**config.mk**
```make
export PLATFORM = sky130hd
export DESIGN_NAME = flash_log_write_sequencer_unit
export DESIGN_NICKNAME = d
export VERILOG_FILES = /design/src/hw/rtl/flwseq_pkg.sv /design/src/hw/rtl/flwseq_step.sv /design/src/hw/rtl/flash_log_write_sequencer_unit.sv
export SDC_FILE = /design/constraint.sdc
export NUM_CORES = 1
export LEC_CHECK = 0
export BUFFER_PORTS_ARGS = -buffer_cell sky130_fd_sc_hd__buf_2
export CAP_MARGIN = 20
export CELL_PAD_IN_SITES_DETAIL_PLACEMENT = 0
export CELL_PAD_IN_SITES_GLOBAL_PLACEMENT = 1
export CORE_UTILIZATION = 42
export CTS_CLUSTER_SIZE = 40
export DETAILED_ROUTE_END_ITERATION = 8
export PLACE_DENSITY_LB_ADDON = 0.1
export SYNTH_ARGS = -nofsm -noshare
export SYNTH_HDL_FRONTEND = slang
export SYNTH_HIERARCHICAL = 1
export SYNTH_SLANG_ARGS = --single-unit
```
**constraint.sdc**
```tcl
create_clock -name clk -period 8.7 [get_ports clk]
set_clock_uncertainty 0.1 [all_clocks]
set_input_delay 0.87 -clock clk [delete_from_list [all_inputs] [get_ports clk]]
set_output_delay 0.87 -clock clk [all_outputs]
set_load 0.05 [all_outputs]
```
**src/hw/rtl/flwseq_pkg.sv**
```systemverilog
`default_nettype none
package flwseq_pkg;

	localparam int unsigned FLASH_BYTES   = 16777216;
	localparam int unsigned SECTOR_BYTES  = 4096;
	localparam int unsigned PAGE_BYTES    = 256;
	localparam int unsigned SECTOR_TOTAL  = 4096;
	localparam int unsigned SAMPLE_BYTES  = 32;
	localparam int unsigned ENTRY_BYTES   = 4;
	localparam int unsigned SECTOR_SHIFT  = $clog2(SECTOR_BYTES);
	localparam int unsigned PAGE_SHIFT    = $clog2(PAGE_BYTES);

	localparam logic [11:0] FRESH_ERASED_SECTOR = 12'd2;

	localparam logic [2:0] OP_TICK   = 3'd0;
	localparam logic [2:0] OP_START  = 3'd1;
	localparam logic [2:0] OP_STOP   = 3'd2;
	localparam logic [2:0] OP_ERASE  = 3'd3;
	localparam logic [2:0] OP_RESUME = 3'd4;

	localparam logic [2:0] PH_WRITE      = 3'd0;
	localparam logic [2:0] PH_ERASE      = 3'd1;
	localparam logic [2:0] PH_FULL_TABLE = 3'd2;
	localparam logic [2:0] PH_FULL_D1    = 3'd3;
	localparam logic [2:0] PH_FULL_D2    = 3'd4;

	localparam logic [1:0] RQ_NONE  = 2'd0;
	localparam logic [1:0] RQ_START = 2'd1;
	localparam logic [1:0] RQ_ERASE = 2'd2;

	localparam logic [1:0] CMD_NONE  = 2'd0;
	localparam logic [1:0] CMD_ERASE = 2'd1;
	localparam logic [1:0] CMD_DATA  = 2'd2;
	localparam logic [1:0] CMD_ENTRY = 2'd3;

	localparam logic CFG_DATA_HEAD  = 1'b0;
	localparam logic CFG_TABLE_HEAD = 1'b1;

	typedef struct packed {
		logic [2:0]  operation;
		logic        flash_busy;
		logic        flash_status_error;
		logic [12:0] buffered_bytes;
	} in_item_t;

	typedef struct packed {
		logic [1:0]  command;
		logic [23:0] flash_address;
		logic [8:0]  program_length;
		logic [24:0] entry_value;
		logic        flash_full;
		logic        capture_active;
		logic        writes_pending;
	} out_item_t;

	typedef struct packed {
		logic [24:0] data_head;
		logic [12:0] table_head;
		logic [11:0] last_erased_sector;
		logic [2:0]  phase;
		logic        active_flag;
		logic        pending_flag;
		logic [1:0]  pending_request;
		logic        full_flag;
	} seq_state_t;

	typedef struct packed {
		logic [24:0] data_head;
		logic [12:0] table_head;
	} recovered_t;

endpackage
`default_nettype wire

```
**src/hw/rtl/flwseq_step.sv**
```systemverilog
`default_nettype none
module flwseq_step (
	input  wire flwseq_pkg::seq_state_t cur,
	input  wire flwseq_pkg::recovered_t rec,
	input  wire flwseq_pkg::in_item_t   item,
	output flwseq_pkg::seq_state_t      nxt,
	output flwseq_pkg::out_item_t       res
);

	always_comb begin
		logic        busy;
		logic [12:0] final_sector;
		logic [12:0] les_inc;
		logic [24:0] free_bytes;
		logic [8:0]  page_room;
		logic [12:0] chunk;
		logic [13:0] table_end;
		logic [24:0] dh_sat;
		logic [12:0] sec;

		nxt = cur;
		res = '0;
		busy = item.flash_busy | item.flash_status_error;
		final_sector = 13'((cur.data_head + 25'(flwseq_pkg::SAMPLE_BYTES - 1))
			>> flwseq_pkg::SECTOR_SHIFT);
		les_inc = {1'b0, cur.last_erased_sector} + 13'd1;
		free_bytes = (cur.data_head >= 25'(flwseq_pkg::FLASH_BYTES)) ? 25'd0 :
			25'(flwseq_pkg::FLASH_BYTES) - cur.data_head;
		page_room = 9'(flwseq_pkg::PAGE_BYTES)
			- 9'(cur.data_head[flwseq_pkg::PAGE_SHIFT-1:0]);
		table_end = {1'b0, cur.table_head} + 14'(flwseq_pkg::ENTRY_BYTES);
		dh_sat = (rec.data_head > 25'(flwseq_pkg::FLASH_BYTES)) ?
			25'(flwseq_pkg::FLASH_BYTES) : rec.data_head;
		sec = 13'(dh_sat >> flwseq_pkg::SECTOR_SHIFT) + 13'd1;

		chunk = 13'(page_room);
		if (25'(page_room) > free_bytes) begin
			chunk = 13'(free_bytes);
		end
		if (free_bytes < 25'(flwseq_pkg::SAMPLE_BYTES)) begin
			chunk = '0;
		end
		if (chunk > item.buffered_bytes) begin
			chunk = item.buffered_bytes;
		end

		unique case (item.operation)
			flwseq_pkg::OP_TICK: begin
				if (!busy) begin
					unique case (cur.phase)
						flwseq_pkg::PH_WRITE: begin
							if (final_sector >= {1'b0, cur.last_erased_sector} &&
								les_inc < 13'(flwseq_pkg::SECTOR_TOTAL)) begin
								nxt.phase = flwseq_pkg::PH_ERASE;
								res.command = flwseq_pkg::CMD_ERASE;
								res.flash_address = 24'(les_inc) << flwseq_pkg::SECTOR_SHIFT;
							end else begin
								if (free_bytes < 25'(flwseq_pkg::SAMPLE_BYTES)) begin
									nxt.full_flag = 1'b1;
								end
								if (chunk != '0) begin
									nxt.data_head = cur.data_head + 25'(chunk);
									res.command = flwseq_pkg::CMD_DATA;
									res.flash_address = cur.data_head[23:0];
									res.program_length = 9'(chunk);
								end else if (!cur.active_flag && cur.pending_flag) begin
									nxt.pending_flag = 1'b0;
								end else if (cur.pending_request == flwseq_pkg::RQ_START) begin
									nxt.pending_request = flwseq_pkg::RQ_NONE;
									if (table_end > 14'(flwseq_pkg::SECTOR_BYTES)) begin
										nxt.full_flag = 1'b1;
									end else begin
										nxt.table_head = table_end[12:0];
										res.command = flwseq_pkg::CMD_ENTRY;
										res.flash_address = 24'(cur.table_head);
										res.program_length = 9'(flwseq_pkg::ENTRY_BYTES);
										res.entry_value = cur.data_head;
									end
								end else if (cur.pending_request == flwseq_pkg::RQ_ERASE) begin
									nxt.pending_request = flwseq_pkg::RQ_NONE;
									nxt.last_erased_sector = flwseq_pkg::FRESH_ERASED_SECTOR;
									nxt.table_head = '0;
									nxt.data_head = 25'(flwseq_pkg::SECTOR_BYTES);
									nxt.phase = flwseq_pkg::PH_FULL_TABLE;
									res.command = flwseq_pkg::CMD_ERASE;
								end
							end
						end
						flwseq_pkg::PH_FULL_TABLE: begin
							nxt.phase = flwseq_pkg::PH_FULL_D1;
							res.command = flwseq_pkg::CMD_ERASE;
							res.flash_address = 24'(flwseq_pkg::SECTOR_BYTES);
						end
						flwseq_pkg::PH_FULL_D1: begin
							nxt.phase = flwseq_pkg::PH_FULL_D2;
							res.command = flwseq_pkg::CMD_ERASE;
							res.flash_address = 24'(2 * flwseq_pkg::SECTOR_BYTES);
						end
						flwseq_pkg::PH_FULL_D2: begin
							nxt.phase = flwseq_pkg::PH_WRITE;
						end
						default: begin
							nxt.last_erased_sector = les_inc[11:0];
							nxt.phase = flwseq_pkg::PH_WRITE;
						end
					endcase
				end
			end
			flwseq_pkg::OP_START: begin
				if (!cur.active_flag) begin
					nxt.active_flag = 1'b1;
					nxt.pending_flag = 1'b1;
					nxt.pending_request = flwseq_pkg::RQ_START;
				end
			end
			flwseq_pkg::OP_STOP: begin
				nxt.active_flag = 1'b0;
			end
			flwseq_pkg::OP_ERASE: begin
				nxt.pending_request = flwseq_pkg::RQ_ERASE;
			end
			flwseq_pkg::OP_RESUME: begin
				nxt.data_head = dh_sat;
				nxt.table_head = (rec.table_head > 13'(flwseq_pkg::SECTOR_BYTES)) ?
					13'(flwseq_pkg::SECTOR_BYTES) : rec.table_head;
				nxt.last_erased_sector = (sec > 13'(flwseq_pkg::SECTOR_TOTAL - 1)) ?
					12'(flwseq_pkg::SECTOR_TOTAL - 1) : sec[11:0];
				nxt.phase = flwseq_pkg::PH_WRITE;
				nxt.active_flag = 1'b0;
				nxt.pending_flag = 1'b0;
				nxt.pending_request = flwseq_pkg::RQ_NONE;
				if (dh_sat + 25'(flwseq_pkg::SAMPLE_BYTES) >= 25'(flwseq_pkg::FLASH_BYTES)) begin
					nxt.full_flag = 1'b1;
				end
			end
			default: begin
			end
		endcase

		res.flash_full = nxt.full_flag;
		res.capture_active = nxt.active_flag;
		res.writes_pending = nxt.active_flag | nxt.pending_flag;
	end

endmodule
`default_nettype wire

```
**src/hw/rtl/flash_log_write_sequencer_unit.sv**
```systemverilog
// Write sequencer for a capture log in NOR flash. Each accepted word (a tick or an event)
// produces exactly one result word, valid from the cycle after it is accepted. While results
// are taken as they appear, a new word is accepted every cycle: the whole decision is one
// pass of logic between the state registers and the single result register. A result that
// is held off stalls the input until it is taken. Configuration writes load the recovered
// heads used by resume and should be made while the block is idle.
`default_nettype none
module flash_log_write_sequencer_unit (
	input  wire                        clk,
	input  wire                        arst_n,
	input  wire                        in_valid,
	output logic                       in_stall,
	input  wire flwseq_pkg::in_item_t  in_item,
	output logic                       out_valid,
	input  wire                        out_stall,
	output flwseq_pkg::out_item_t      out_item,
	input  wire                        cfg_write,
	input  wire                        cfg_index,
	input  wire [24:0]                 cfg_data
);

	flwseq_pkg::seq_state_t state_q;
	flwseq_pkg::seq_state_t state_nxt;
	flwseq_pkg::recovered_t rec_q;
	flwseq_pkg::out_item_t  res;
	flwseq_pkg::out_item_t  out_item_q;
	logic                   out_valid_q;
	logic                   accept;

	assign in_stall = out_valid_q & out_stall;
	assign accept = in_valid & ~in_stall;
	assign out_valid = out_valid_q;
	assign out_item = out_item_q;

	flwseq_step u_step (
		.cur  (state_q),
		.rec  (rec_q),
		.item (in_item),
		.nxt  (state_nxt),
		.res  (res)
	);

	always_ff @(posedge clk or negedge arst_n) begin
		if (!arst_n) begin
			rec_q.data_head <= 25'(flwseq_pkg::SECTOR_BYTES);
			rec_q.table_head <= '0;
		end else if (cfg_write) begin
			unique case (cfg_index)
				flwseq_pkg::CFG_DATA_HEAD:  rec_q.data_head <= cfg_data;
				flwseq_pkg::CFG_TABLE_HEAD: rec_q.table_head <= cfg_data[12:0];
				default: begin
				end
			endcase
		end
	end

	always_ff @(posedge clk or negedge arst_n) begin
		if (!arst_n) begin
			state_q.data_head <= 25'(flwseq_pkg::SECTOR_BYTES);
			state_q.table_head <= '0;
			state_q.last_erased_sector <= flwseq_pkg::FRESH_ERASED_SECTOR;
			state_q.phase <= flwseq_pkg::PH_WRITE;
			state_q.active_flag <= 1'b0;
			state_q.pending_flag <= 1'b0;
			state_q.pending_request <= flwseq_pkg::RQ_NONE;
			state_q.full_flag <= 1'b0;
		end else if (accept) begin
			state_q <= state_nxt;
		end
	end

	always_ff @(posedge clk or negedge arst_n) begin
		if (!arst_n) begin
			out_valid_q <= 1'b0;
		end else if (accept) begin
			out_valid_q <= 1'b1;
		end else if (!out_stall) begin
			out_valid_q <= 1'b0;
		end
	end

	always_ff @(posedge clk) begin
		if (accept) begin
			out_item_q <= res;
		end
	end

endmodule
`default_nettype wire

```
======== Word level (Yosys, flattened, before mapping) ========
Index checks and enable logic that the tools add are counted.
operators by class
  reductions and logical operators ........ 20
  bitwise gates (word level) .............. 9
  add/sub/neg operators ................... 8
  muxes and demuxes ....................... 56
  $lt $le $gt $ge ......................... 11
  equality and inequality tests ........... 31
operator list
  operator                                                                        number
  53-bit two-way mux                                                              10
  60-bit two-way mux                                                              2
  53-bit case mux with 2 select lines                                             1
  25-bit two-way mux                                                              4
  13-bit two-way mux                                                              6
  26-bit case mux with 3 select lines                                             1
  58-bit two-way mux                                                              1
  25-bit >= comparator (second input constant)                                    2
  50-bit two-way mux                                                              1
  38-bit two-way mux                                                              1
  35-bit two-way mux                                                              1
  28-bit two-way mux                                                              1
  9-bit AND reduction                                                             3
  26-bit two-way mux                                                              1
  25-bit by 13-bit adder with 25-bit output                                       1
  25-bit by 5-bit adder with 25-bit output (second input constant)                1
  25-bit by 6-bit adder with 25-bit output (second input constant)                1
  25-bit > comparator (second input constant)                                     1
  9-bit by 25-bit > comparator with 1-bit output                                  1
  25-bit by 6-bit less-than comparator with 1-bit output (second input constant)  1
  25-bit subtractor (first input constant)                                        1
  12-bit case mux with 2 select lines                                             1
  4-bit two-way mux                                                               4
  15-bit two-way mux                                                              1
  46 further kinds                                                                87
storage, ports and cells
  input bits .............................. 49
  output and inout port bits .............. 65
  logic and storage cells ................. 153
  register bits after elaboration ......... 160

======== Depth between registers and ports, before layout ========
  word-level depth ........................ 20
  mapped depth ............................ 33
  mapped depth without buffers ............ 30

======== Modules after synthesis ========
Netlist, hierarchy kept.
modules (own cells, without submodules)
  module                          times used  area each (µm²)  cells an instance
  flwseq_step                     1           5933.2           975
  flash_log_write_sequencer_unit  1           5567.8           271

======== Worst setup path before layout ========
Ideal clock, no wire load.
  kind .................................... reg-to-reg
  start point ............................. reg state_q[37] (netlist name)
  end point ............................... reg state_q[51] (netlist name)
  setup slack ............................. 0.567 ns
  stages on the path, launching flop included .. 33
  setup time .............................. 0.125 ns
  buffers on the path ..................... 4
  arrival ................................. 7.908 ns
  cells stage by stage .................... dfrtp_1 > clkbuf_2 > or3_4 > or4_1 > buf_2 > or3_1 > a222oi_1 > nor4b_2 > a31oi_1 > and2_1 > ha_1 > nor2b_1 > o21bai_1 > a31oi_1 > o41ai_1 > nor2_1 > clkbuf_1 > nand2_1 > o21ai_0 > ha_1 > fa_1 > a21o_1 > a21oi_1 > o21ai_0 > o41ai_1 > o21ai_0 > or3_1 > a31oi_1 > or4_1 > buf_2 > or2_4 > o311ai_2 > mux2_4
RTL lines
  element                 RTL line                              RTL
  start, declared         flash_log_write_sequencer_unit.sv:22  flwseq_pkg::seq_state_t state_q;
  start signal, assigned  flash_log_write_sequencer_unit.sv:68  state_q <= state_nxt;

==> out/results.tsv <==
stage	metric	value	unit
global_route	grtUsageMet2	38.5	%
layout	n_fill_cell	2641	
synth	synthTopCellsByArea	dfrtp_1 (20%), edfxtp_1 (16%), mux2_2 (9.5%)	
synth	synth.cell_area	11500	sq um
global_route	grt_pass1_vias	9587	
synth	synthTopCellsByCount	nor2_1 (98), mux2_2 (97), dfrtp_1 (94)	
clock_tree	cts_tree	yes	
setup_path	reg2reg_depth	26	
routing	drt-initial-drc-count	969	
global_route	grt_usage	26.1	%
synth	synthCells	1246	
sta	clock.fmax	0.123	GHz
placement	portBuffers	113	
floorplan	initial_utilization	42.8	%
global_route	met3_usage	4.07	%
sta	slew-limit-headroom	24.9	%
synth	synth_largest_area_cell	dfrtp_1	
layout	antenna_cells	0	
routing	drt_wl_total	36500	um
layout	syn_to_final_growth	13.4	%
synth	synth_seq_cells	160	
setup_path	arrival	8.43	ns
synth	async_flop_share	60.6	%
floorplan	row_count	60	
clock_tree	clock_latency	0.43	ns
sta	setup_tns	0	ns
sta	hold_viol	0	
global_route	gr-total-overflow	0	
sta	fin_crit_sh	93.8	%
clock_tree	path_clk_slew	0.07	ns
pwr	leakagePower	5.31	nW
sta	rsz0062_at_grt	false	
setup_path	path_class	reg -> reg	
routing	viasPerCell	6.04	
synth	synth_cell_types	82	
setup_path	start_kind	flip-flop	
placement	hpwlAfterDp	26300	um
status	status	finished clean	
layout	nets	1426	
floorplan	io_pins	114	
setup_path	r2r_slack	0.54	ns
floorplan	core	26900	sq um
routing	detailroute.via_count	10200	
run	drv_cap	0	
setup_path	crit_fanout	10	
pwr	peakVddDrop	0.105	mV
routing	wl_per_cell	21.7	um
sta	setup_viol	0	
global_route	grt_max_degree	62	
clock_tree	cts-root-buf	clkbuf_16	
sta	final.min_clock_period	8.16	ns
global_route	grt.busiest_layer	met1	
global_route	grt_antenna_before_repair	0	
setup_path	rr_startpoint	state_q[41]	
synth	yosysWarnings	6	
routing	drc	0	
global_route	gr-usage-met1	39.1	%
floorplan	die_width	167	um
synth	synth-edff-count	63	
routing	ant_nets	0	
setup_path	crit_path_start	state_q[41]	
clock_tree	cts_sinks	160	
synth	yosys.area.top_type_share	20.5	%
pwr	powerDensity	306	nW/um^2
floorplan	fp.dieArea	28000	sq um
synth	ys_seq_area_share	37.6	%
placement	place_congestion	0.901	
setup_path	crit_path_end_kind	flip-flop	
synth	synthFlopType	dfrtp_1	
synth	syn_avg_cell_area	9.23	sq um
setup_path	timing.rr.end	state_q[52]	
clock_tree	cts-hold-fix-buffers	0	
global_route	grt_pass1_wl	56200	um
sta	worst_pin_slew	1.12	ns
sta	drv_slew	0	
setup_path	critPathCapture	state_q[52]	
clock_tree	numCtsBuffers	17	
setup_path	cp.required	8.97	ns
floorplan	die_h	167	um
routing	firstDrtPassIters	6	
layout	drive_gt1_share	23.6	%
clock_tree	htreeDepth	4	
layout	final_core_util	48.5	%
clock_tree	cts_buffer_depth	2	
worst_hold_path	hp-class	in -> async	
synth	yosysMostFrequentCell	nor2_1	
==> cells in the final DEF, fill, tap and decap left out, types with 13 or more instances in the layout <==
cell | synthesis | final
nand4_1 | 14 | 14
mux2_2 | 97 | 97
nand3_1 | 55 | 55
dfrtp_1 | 94 | 94
inv_1 | 40 | 40
a31oi_1 | 29 | 27
and2_1 | 32 | 32
o21ai_0 | 64 | 64
nor2_1 | 98 | 98
xnor2_1 | 30 | 30
a22oi_1 | 24 | 24
buf_2 | 8 | 112
nand2b_1 | 13 | 13
nor3_1 | 37 | 36
edfxtp_1 | 63 | 63
nor4_1 | 22 | 22
and3_1 | 17 | 17
xor2_1 | 22 | 22
buf_4 | 8 | 36
a21oi_1 | 75 | 75
nand2_1 | 92 | 92
clkbuf_16 | 0 | 18
ha_1 | 47 | 47
o211ai_1 | 16 | 16
==> sequential cells by signal, summed over array words and instances, names as in the netlist <==
name	count
out_item	63
rec_q	38
state_q	58
out_valid	1
==> per-stage QoR <==
| step | worst slack, ns | area [sq um] | total power (W) | hold slack [ns] | instances |
|---|---|---|---|---|---|
| floorplan | 0.567 | 11500 | 0.00256 | 0.379 | 1249 |
| global placement | 0.498 | 12400 | 0.00312 | 0.392 | 1650 |
| detailed placement | 0.259 | 12400 | 0.00313 | 0.402 | 1650 |
| CTS | 0.228 | 13000 | 0.00397 | 0.400 | 1682 |
| global route | 0.0357 | 13000 | 0.00425 | 0.422 | 1683 |
| finish | 0.541 | 13000 | 0.00399 | 0.398 | 1683 |
==> layer usage <==
layer  vias up  part of all wire (%)
li1       4794                     -
met1      4917                    48
met2       424                    43
met3        35                   6.7
met4         0                   1.7
met5         -                     0
==> worst min path at each step <==
| stage | endpoint | from | cells after the start | slack [ns] |
|---|---|---|---|---|
| 6_report | state_q[34] | arst_n | 1 | 0.40 |
| 5_1_grt | state_q[33] | arst_n | 1 | 0.42 |
| 4_1_cts | state_q[33] | arst_n | 1 | 0.40 |
| 3_5_place_dp | state_q[0] | state_q[0] | 1 | 0.40 |
| 3_3_place_gp | state_q[0] | state_q[0] | 1 | 0.39 |
| 2_1_floorplan | state_q[25] | state_q[25] | 1 | 0.38 |
==> critical path: stages (launching register included) <==
cell	delay, ns
dfrtp_1	0.49
or3_1	0.46
or4_1	0.68
or3_1	0.39
a222oi_1	0.34
nor4b_4	0.34
a31oi_2	0.23
and3_1	0.25
ha_1	0.31
nand3_1	0.09
o21bai_1	0.16
a31oi_1	0.17
o41ai_1	0.11
nor2_1	0.32
buf_4	0.27
mux2_2	0.38
ha_1	0.34
nand2_1	0.08
o211a_1	0.21
nor3_1	0.37
a41o_1	0.27
o31ai_1	0.10
a21oi_1	0.31
nand4_1	0.31
or2_2	0.41
o311ai_0	0.37
mux2_4	0.22
==> power by group <==
part	switching [W]	internal, W
registers	0.000283	0.000946
logic	0.00115	0.000789
clock network	0.000366	0.000454
==> layout make-up <==
class                      count  area [sq um]  share of cell area, %
clock buffer                  19           454                   3.48
clock inverter                13           163                   1.25
inverter                      40           150                   1.15
multi-input combinational    962          6700                   51.3
sequential                   160          4320                   33.1
tap                          341           427                   3.27
timing repair buffer         148           831                   6.37
==> cell families after synthesis <==
group / synth area share [%]
xor+xnor: 3.96
compound gates: 17.9
other cells: 0.0326
mux: 11.3
simple gates: 19.1
fa+ha+maj: 5.29
buf+inv: 4.80
flops: 37.6
==> what timing repair did <==
item / in CTS / in global routing
buffers inserted: 0 / 1
setup endpoints to repair: 0 / 9
gates resized for setup: 0 / 5
Power figures use the tool's default switching activity.
